File: src/hw/rtl/casp_pkg.sv
// Shared types and constants of the cave smoothing pass core.
`timescale 1ns / 1ps
package casp_pkg;

  // Largest supported row length in cells.
  localparam int MAX_WIDTH_DEFAULT = 256;

  // Smallest meaningful frame dimension and the wall count that keeps a cell.
  localparam int MIN_DIM        = 3;
  localparam int WALL_THRESHOLD = 4;

  // Register reset values.
  localparam logic [8:0]  FRAME_WIDTH_RESET  = 9'd64;
  localparam logic [15:0] FRAME_HEIGHT_RESET = 16'd64;

  // Register indexes on the configuration port.
  typedef enum logic {
    REG_FRAME_WIDTH  = 1'b0,
    REG_FRAME_HEIGHT = 1'b1
  } cfg_reg_t;

  // One result beat.
  typedef struct packed {
    logic        wall;
    logic [7:0]  col;
    logic [15:0] row;
    logic        last;
  } result_t;

endpackage

File: src/hw/rtl/casp_ram.sv
// Generic single-write, single-read RAM with registered read data.
`timescale 1ns / 1ps
module casp_ram #(
  parameter int WIDTH = 2,
  parameter int DEPTH = 256,
  localparam int AW = (DEPTH > 1) ? $clog2(DEPTH) : 1
) (
  input  logic             clk,
  input  logic             we,
  input  logic [AW-1:0]    waddr,
  input  logic [WIDTH-1:0] wdata,
  input  logic             re,
  input  logic [AW-1:0]    raddr,
  output logic [WIDTH-1:0] rdata
);

  logic [WIDTH-1:0] mem [DEPTH];

  // Write port and registered read port; read data holds while re is low.
  always_ff @(posedge clk) begin
    if (we) begin
      mem[waddr] <= wdata;
    end
    if (re) begin
      rdata <= mem[raddr];
    end
  end

endmodule

File: src/hw/rtl/cave_automaton_smoothing_pass_core.sv
// Each result is computed from the accepted cell and registered in the output register.
// Throughput: one cell per cycle unless stalled; the line buffer RAM is read one column ahead.
// A result waiting under out_stall is parked in a skid register; input stalls only while it is full.
// Reset (synchronous): clears counters, window and handshake state; sizes return to 64.
// The line buffers are not cleared; every entry is written before it is used.
`timescale 1ns / 1ps
module cave_automaton_smoothing_pass_core
  import casp_pkg::*;
#(
  parameter int MAX_WIDTH = MAX_WIDTH_DEFAULT
) (
  input  logic        clk,
  input  logic        rst,
  // Cell stream in
  input  logic        in_valid,
  output logic        in_stall,
  input  logic        cell_in,
  // Result stream out
  output logic        out_valid,
  input  logic        out_stall,
  output logic        cell_out,
  output logic [7:0]  out_col,
  output logic [15:0] out_row,
  output logic        last_cell,
  // Configuration port
  input  logic        psel,
  input  logic        penable,
  input  logic        pwrite,
  input  logic [2:0]  paddr,
  input  logic [31:0] pwdata,
  output logic [31:0] prdata,
  output logic        pready
);

  localparam int CW = $clog2(MAX_WIDTH);
  localparam int EW = (CW + 1 > 9) ? CW + 1 : 9;
  localparam int XW = (CW > 8) ? CW : 8;

  logic [8:0]    frame_width;
  logic [15:0]   frame_height;
  logic [CW-1:0] col;
  logic [CW-1:0] col_next;
  logic [15:0]   row;
  logic [15:0]   row_next;
  logic [5:0]    window;
  logic [1:0]    line_rdata;
  logic          skid_valid;
  result_t       out_beat;
  result_t       skid_beat;
  result_t       res;
  logic          res_valid;
  logic          in_accept;
  logic          cfg_write;
  cfg_reg_t      cfg_sel;

  logic [EW-1:0] width_ext;
  logic [EW-1:0] width_eff;
  logic [CW-1:0] width_last;
  logic [15:0]   height_last;
  logic [2:0]    col_new;
  logic [2:0]    col_left;
  logic [2:0]    col_mid;
  logic [3:0]    walls;
  logic [XW-1:0] col_ext;

  // Configuration port: always ready, index taken from the word address.
  assign pready    = 1'b1;
  assign cfg_sel   = cfg_reg_t'(paddr[2]);
  assign cfg_write = psel && penable && pwrite && pready;

  always_ff @(posedge clk) begin
    if (rst) begin
      frame_width  <= FRAME_WIDTH_RESET;
      frame_height <= FRAME_HEIGHT_RESET;
    end else if (cfg_write) begin
      unique case (cfg_sel)
        REG_FRAME_WIDTH:  frame_width  <= pwdata[8:0];
        REG_FRAME_HEIGHT: frame_height <= pwdata[15:0];
        default: ;
      endcase
    end
  end

  always_comb begin
    unique case (cfg_sel)
      REG_FRAME_WIDTH:  prdata = {23'd0, frame_width};
      REG_FRAME_HEIGHT: prdata = {16'd0, frame_height};
      default:          prdata = 32'd0;
    endcase
  end

  // Effective frame size, clamped into the supported range.
  always_comb begin
    width_ext = EW'(frame_width);
    if (width_ext < EW'(MIN_DIM)) begin
      width_eff = EW'(MIN_DIM);
    end else if (width_ext > EW'(MAX_WIDTH)) begin
      width_eff = EW'(MAX_WIDTH);
    end else begin
      width_eff = width_ext;
    end
    width_last = CW'(width_eff - EW'(1));
    if (frame_height < 16'(MIN_DIM)) begin
      height_last = 16'(MIN_DIM - 1);
    end else begin
      height_last = frame_height - 16'd1;
    end
  end

  // Input side: a full skid register is the only reason to hold off.
  assign in_stall  = skid_valid;
  assign in_accept = in_valid && !in_stall;

  // Raster position of the next cell.
  always_comb begin
    if (col >= width_last) begin
      col_next = '0;
      row_next = (row >= height_last) ? 16'd0 : row + 16'd1;
    end else begin
      col_next = col + CW'(1);
      row_next = row;
    end
  end

  // Two line buffers share one RAM: bit 1 two rows above, bit 0 one row above.
  // The read runs one column ahead, so its data belongs to the current column.
  casp_ram #(
    .WIDTH (2),
    .DEPTH (MAX_WIDTH)
  ) u_line_ram (
    .clk   (clk),
    .we    (in_accept),
    .waddr (col),
    .wdata ({line_rdata[0], cell_in}),
    .re    (in_accept),
    .raddr (col_next),
    .rdata (line_rdata)
  );

  // 3x3 neighbourhood centred one row up and one column left.
  assign col_new  = {line_rdata, cell_in};
  assign col_left = window[5:3];
  assign col_mid  = window[2:0];

  assign walls = 4'(col_left[0]) + 4'(col_left[1]) + 4'(col_left[2])
               + 4'(col_new[0])  + 4'(col_new[1])  + 4'(col_new[2])
               + 4'(col_mid[0])  + 4'(col_mid[2]);

  // Smoothing rule and result fields.
  assign col_ext   = XW'(col);
  assign res_valid = in_accept && (row >= 16'd2) && (col >= CW'(2));

  always_comb begin
    if (walls > 4'(WALL_THRESHOLD)) begin
      res.wall = 1'b1;
    end else if (walls < 4'(WALL_THRESHOLD)) begin
      res.wall = 1'b0;
    end else begin
      res.wall = col_mid[1];
    end
    res.col  = 8'(col_ext - XW'(1));
    res.row  = row - 16'd1;
    res.last = (row == height_last) && (col == width_last);
  end

  // Position counters and the two-column window.
  always_ff @(posedge clk) begin
    if (rst) begin
      col    <= '0;
      row    <= '0;
      window <= '0;
    end else if (in_accept) begin
      col    <= col_next;
      row    <= row_next;
      window <= {col_mid, col_new};
    end
  end

  // Output register with a skid stage behind it.
  always_ff @(posedge clk) begin
    if (rst) begin
      out_valid  <= 1'b0;
      skid_valid <= 1'b0;
    end else if (!out_valid || !out_stall) begin
      if (skid_valid) begin
        out_valid  <= 1'b1;
        skid_valid <= 1'b0;
      end else begin
        out_valid  <= res_valid;
      end
    end else if (res_valid) begin
      skid_valid <= 1'b1;
    end
  end

  always_ff @(posedge clk) begin
    if (!out_valid || !out_stall) begin
      out_beat <= skid_valid ? skid_beat : res;
    end else if (res_valid) begin
      skid_beat <= res;
    end
  end

  assign cell_out  = out_beat.wall;
  assign out_col   = out_beat.col;
  assign out_row   = out_beat.row;
  assign last_cell = out_beat.last;

endmodule

File: config.mk
export PLATFORM = sky130hd
export DESIGN_NAME = cave_automaton_smoothing_pass_core
export DESIGN_NICKNAME = d
export VERILOG_FILES = /design/src/hw/rtl/casp_pkg.sv /design/src/hw/rtl/casp_ram.sv /design/src/hw/rtl/cave_automaton_smoothing_pass_core.sv
export SDC_FILE = /design/constraint.sdc
export NUM_CORES = 1
export LEC_CHECK = 0
export ABC_AREA = 1
export ABC_CLOCK_PERIOD_IN_PS = 10300
export BUFFER_PORTS_ARGS = -buffer_cell sky130_fd_sc_hd__buf_2
export CORE_ASPECT_RATIO = 0.6
export CORE_MARGIN = 2
export CORE_UTILIZATION = 40
export CTS_CLUSTER_DIAMETER = 80
export DETAILED_ROUTE_END_ITERATION = 6
export HOLD_SLACK_MARGIN = 0.02
export PLACE_DENSITY = 0.66
export SLEW_MARGIN = 15
export SYNTH_ARGS = -nofsm -noshare
export SYNTH_HDL_FRONTEND = slang
export SYNTH_HIERARCHICAL = 1
export SYNTH_SLANG_ARGS = --single-unit
File: constraint.sdc
create_clock -name clk -period 10.3 [get_ports clk]
set_input_delay 0 -clock clk [delete_from_list [all_inputs] [get_ports clk]]
set_output_delay 0 -clock clk [all_outputs]
set_load 0.05 [all_outputs]
==> metrics, run 1 <==
final hold slack 0.140 ns; Power Dens Cells 192 mW/mm2; Fin Setup TNS 0 ns; compound-cell area share of the yosys netlist under 10%; Final period util 56.3%; critical path required time around 11 ns; Leak 11.5 nW; simple-gate portion of the synthesized area 26.3%; GRT overflow 0; layout cells sized above 1 under 10%; via count 20.8k; # diodes 0; Critical-path top delay cell nor2_4; WS Path Type flip-flop to flip-flop; status finished clean; Gate power share 17.9%; Skew-Pair Late Insertion Delay ~0.63 ns; placed insts 3815; area of the core 0.0714 mm2; most used cell along the critical path nand2_1; fmax 172 MHz; Final ANT Viol Nets 0; fillers 6763; drt wl/cell 18.6 um; CTS buffer count 56; clock root buffer clkbuf_16; Worst-path clk slew 0.07 ns; Place WS between 4 and 5 ns; Post-Synth XOR/XNOR Area less than 1%; Cell variety after synth 45; Clk pwr share 34.5%; largest net degree at the start of global routing approximately 260; main combinational cell family by area after synthesis simple AND/OR/NAND/NOR gates; CTS tree yes; largest stage delay on the critical path 0.71 ns; Switch Pwr between 1.5 and 2 mW; non-filler cells, final 3941; Power Internal roughly 4.3 mW; first-pass GRT wire length 112 mm; DRC 0; Syn Inst Count ~3k; peak supply drop 0.137 mV; Initial Util 40.2%; number of max-cap violations 0; crit path time final 5.80 ns; Clock Path Buffers 3; RePlAce Congestion 0.837; CP delay by family, top simple AND/OR/NAND/NOR gates; CP bufs+invs 5; Total Wirelength around 73 mm; synthesized area per cell 9.85 um2; Post-Synth Adder-Cell Area about 1.8%; unrepaired setup endpoints after global routing false; vias in the first global route between 15k and 20k; TritonRoute pass-1 iters 6; final slew viol count 0; area delta synth->final 9.66%; Post-synth EDFFs 566; post-synthesis mux area share 0%; Clock Skews 0.0376 ns; Post-CTS Setup Repair Bufs 0; die width 350 um; initial antenna violation count 2; relative slew slack 15.0%; critical path endpoint category flip-flop; measured slew at the worst slew-check pin 1.27 ns; H-tree depth 2; row count 76; Synth Register Bits 623; Cell Area, Synth 0.0287 mm2; Switching Share roughly 30%; GRT Resource Usage Total 19.7%; CTS sink count 623; Critical Path Start Type flip-flop; setup slack after layout 4.50 ns; DP HPWL 43.4 mm; final-stage net count around 3.0k; worst hold path type input port to flip-flop; Post-synth top flop edfxtp_1; CP arrival 6.15 ns; sequential cell area fraction in the yosys report a little over three fifths; Hold Fails Final Rpt 0; Port Buffer Count 68; DIE AREA 0.0741 mm2; die height 212 um; multi-input logic area 0.00898 mm2; DR vias/cell around 5.3; IO Pins 104; fraction of registers with async set/reset 0%; sequential group share of total power between 40% and 50%; starting DRC count in detailed routing about 3k; Worst Path Max Fanout approximately 100; # setup viols final 0; FF/Latch Area 0.0181 mm2; final core occ roughly 44%; synth warn 6
## area by class of cell
class	count	share of cell area, %
Clock buffer	73	4.75
Clock inverter	31	0.985
Multi-Input combinational cell	1970	28.5
Sequential cell	623	57.6
Tap cell	975	3.87
Inverter	155	1.87
Timing Repair Buffer	114	2.45
## kinds of logic (layout without fill, tap and decap cells)
family                   Yosys count  in the layout
AO/OA/AOI/OAI                    110            110
adder cells (fa/ha/maj)           40             40
XOR/XNOR                          26             26
flip-flops                       623            623
other                              2             17
AND/OR/NAND/NOR                 1777           1777
buffers and inverters            340            373
## state kept, by name (all words and copies together), names as in the netlist, 2 cells and up
signal	cells
row	16
window	6
u_line_ram/rdata	2
frame_height	16
out_col	8
u_line_ram/mem	512
col	8
frame_width	9
out_row	16
skid_beat	26
## cells in the final DEF, fill, tap and decap left out, types with 13 or more instances in the layout
cell / synthesis / layout
clkbuf_16: 0 / 57
inv_1: 147 / 145
buf_4: 25 / 22
dfxtp_1: 57 / 57
conb_1: 2 / 17
xor2_1: 23 / 23
edfxtp_1: 566 / 566
dlygate4sd3_1: 0 / 22
nand3_1: 547 / 547
o21ai_0: 57 / 57
nor2_2: 12 / 13
nor2_1: 386 / 383
buf_2: 60 / 67
clkbuf_1: 60 / 15
a21oi_1: 35 / 35
nand2_1: 781 / 781
ha_1: 36 / 36
## through the flow
step	power, mW	cell area (um2)
floorplan	3.75	28800
global placement	3.99	29500
detailed placement	4.00	29500
CTS	6.08	31500
global route	6.31	31500
finish	6.06	31500
## power by group through the flow
stage / clock network (mW) / logic, mW / registers (mW)
finish: 2.09 / 1.09 / 2.89
global route: 2.22 / 1.20 / 2.89
CTS: 2.13 / 1.07 / 2.89
detailed placement: 0 / 1.06 / 2.94
global placement: 0 / 1.05 / 2.94
floorplan: 0 / 0.700 / 3.05
## path summary, 6_finish.rpt
kind	start	slack (ns)	to	depth (start not counted)
hold / removal	penable	0.14	frame_width[0]	5
setup reg to reg	frame_width[8]	4.50	u_line_ram/rdata[0]	29
hold reg to reg	out_valid	0.50	in_stall	2
setup / recovery	frame_width[8]	4.50	u_line_ram/rdata[0]	29
## cells in the mapped netlist, types with 3 or more instances
master / instances / area share [%]
a21oi_1: 35 / 0.61
a31oi_1: 3 / 0.065
buf_1: 11 / 0.14
buf_2: 60 / 1.0
buf_4: 25 / 0.65
buf_6: 26 / 1.0
clkbuf_1: 60 / 0.78
dfxtp_1: 57 / 4.0
edfxtp_1: 566 / 59
fa_1: 4 / 0.28
ha_1: 36 / 1.6
inv_1: 147 / 1.9
inv_2: 6 / 0.078
nand2_1: 781 / 10
nand2_2: 10 / 0.22
nand3_1: 547 / 9.5
nand3_2: 3 / 0.10
nand4_1: 8 / 0.17
nor2_1: 386 / 5.0
nor2_2: 12 / 0.26
nor3_1: 11 / 0.19
nor4_1: 3 / 0.065
o21ai_0: 57 / 0.99
o21ai_1: 5 / 0.087
o21bai_1: 4 / 0.10
or2_2: 6 / 0.13
xnor2_1: 3 / 0.091
xor2_1: 23 / 0.70
## layer usage
metal	wire (um)	share of wire, %	GRT usage, %	vias up
met3	8430	11	4.56	89
met1	34600	47	31.8	9872
met2	29300	40	26.4	957
li1	-	-	-	9845
met5	70	0.095	0.724	-
met4	1030	1.4	3.73	2
## worst reg2reg max path: cells and delay by family (launching register included)
kind,cells,cell delay [ns]
buf+inv,5,1.27
flops,1,0.37
xor+xnor,1,0.22
simple gates,21,3.18
fa+ha+maj,2,0.51
## timing repair
action                                  in CTS  in global routing
hold buffers                                22                  0
gates resized for setup                      0                  0
hold endpoints to repair                   104                  0
endpoints found under the setup margin       0                  0
Power figures use the tool's default switching activity.
==> run 2, diff against run 1 <==
Settings changed: ABC_CLOCK_PERIOD_IN_PS 10300 to 4800, PLACE_DENSITY 0.66 to 0.68.
Clock period 10.3 ns to 4.8 ns, I/O delays scaled along.
==> metrics, run 2 (synthesis results as in run 1) <==
multi-input logic area 0.00898 mm2; Hold Fails Final Rpt 0; final slew viol count 0; FF/Latch Area 0.0181 mm2; final core occ 44.6%; GRT overflow 0; Clk pwr share 33.8%; # setup viols final 0; DIE AREA 0.0741 mm2; Worst Path Max Fanout 138; Total Wirelength 72.5 mm; Place WS ~0.37 ns; Worst-path clk slew about 0.060 ns; DP HPWL 44.6 mm; Switch Pwr between 3 and 4 mW; TritonRoute pass-1 iters 6; IO Pins 104; starting DRC count in detailed routing 2798; CTS tree yes; most used cell along the critical path nand2_1; DR vias/cell 5.25; H-tree depth 2; Critical Path Start Type flip-flop; vias in the first global route between 15k and 20k; setup slack after layout 0.331 ns; Skew-Pair Late Insertion Delay 0.62 ns; Power Internal 9.18 mW; relative slew slack 33.7%; die height 212 um; initial antenna violation count 0; critical path endpoint category flip-flop; Worst Setup SP frame_width[8]; Largest Register u_line_ram/mem; Gate power share 18.6%; Critical-path top delay cell dfxtp_2; unrepaired setup endpoints after global routing false; area delta synth->final 10.9%; max FFs per register 512; fillers 6684; fmax 224 MHz; first-pass GRT wire length 111 mm; critical path required time about 5.2 ns; sequential group share of total power 47.6%; Hold Startpoint penable; commonest non-fill, non-tap cell in the layout nand2_1; # diodes 0; Clock Skews 0.0333 ns; largest net degree at the start of global routing 139; R2R Setup Slk 0.33 ns; drt wl/cell 18.2 um; Fin Setup TNS 0 ns; Final ANT Viol Nets 0; Initial Util 40.2%; Power Dens Cells 407 mW/mm2; measured slew at the worst slew-check pin 0.995 ns; Port Buffer Count 68; peak supply drop 0.259 mV; worst hold path type input port to flip-flop; Clock Path Buffers 3; Switching Share between 20% and 30%; CP arrival 4.84 ns; row count 76; DP Area approximately 0.03 mm2; biggest regs u_line_ram/mem x512, skid_beat x26; Final period util between 90% and 100%; RR Startpoint frame_width[8]; Leak 11.7 nW; layout cells sized above 1 8.56%; WS Path Type flip-flop to flip-flop; Pwr Total roughly 13 mW; DRC 0; RePlAce Congestion approximately 0.87; final-stage net count 3041; number of max-cap violations 0; CTS sink count 623; area of the core 0.0714 mm2; GRT Resource Usage Total between 10% and 20%; crit path time final 4.47 ns; most frequent cells in the layout 781 x nand2_1, 566 x edfxtp_1, 547 x nand3_1, 383 x nor2_1, 145 x inv_1; via count approximately 21k; clock root buffer clkbuf_16; status finished clean; CTS buffer count 55; largest stage delay on the critical path 0.35 ns; design area ~0.032 mm2; die width 350 um
[run 2: cell count changes in the layout (fill, tap and decap cells not counted), moves of 2 or more]
cell,before,now
buf_4,22,50
bufinv_16,5,3
clkinv_2,12,8
inv_6,2,0
clkbuf_1,15,17
buf_12,2,12
inv_8,0,2
[run 2: metrics by stage]
stage                     std cells  hold slack, ns
final                          3976           0.101
after global routing           3976           0.145
after CTS                      3974          0.0712
after detailed placement       3852           0.234
after global placement         3852           0.226
after floorplan                2933          0.0691
[run 2: layer usage]
metal  GRT usage [%]  wire [um]  part of all wire, %  vias to the layer above
li1                -          -                    -                     9911
met2            26.3      29100                   40                      940
met3            4.54       8390                   12                       94
met5               0          0                    0                        -
met4            3.60       1060                  1.5                        0
met1            31.4      33900                   47                     9926
[run 2: worst paths after layout]
check | endpoint | cells after the start
worst min register to register | in_stall | 2
worst min-delay path | frame_width[8] | 5
worst max-delay path | u_line_ram/rdata[1] | 30
worst max register to register | u_line_ram/rdata[1] | 30
[run 2: layout make-up]
class                           count  area share (%)
Inverter                          155            1.86
Tap cell                          975            3.83
Timing Repair Buffer              153            3.74
Sequential cell                   623            56.9
Clock inverter                     23           0.640
Clock buffer                       77            4.84
Multi-Input combinational cell   1970            28.2
[run 2: power by group through the flow]
stage / registers, mW / clock network, mW / logic (mW)
2_1_floorplan: 6.53 / 0 / 1.50
3_3_place_gp: 6.30 / 0 / 2.34
3_5_place_dp: 6.30 / 0 / 2.36
4_1_cts: 6.19 / 4.45 / 2.38
5_1_grt: 6.19 / 4.67 / 2.65
6_report: 6.19 / 4.39 / 2.41
[run 2: worst max-delay path: cells and delay by family (launching register included)]
kind	cells	cell delay, ns
xor+xnor	1	0.13
buf+inv	6	0.57
simple gates	21	2.57
flops	1	0.35
fa+ha+maj	2	0.50
[run 2: timing repair]
action | in CTS | in global routing
setup endpoints to repair | 0 | 2
hold buffers | 22 | 0
endpoints found under the hold margin | 96 | 0
gates resized for setup | 0 | 2
setup buffers | 0 | 2
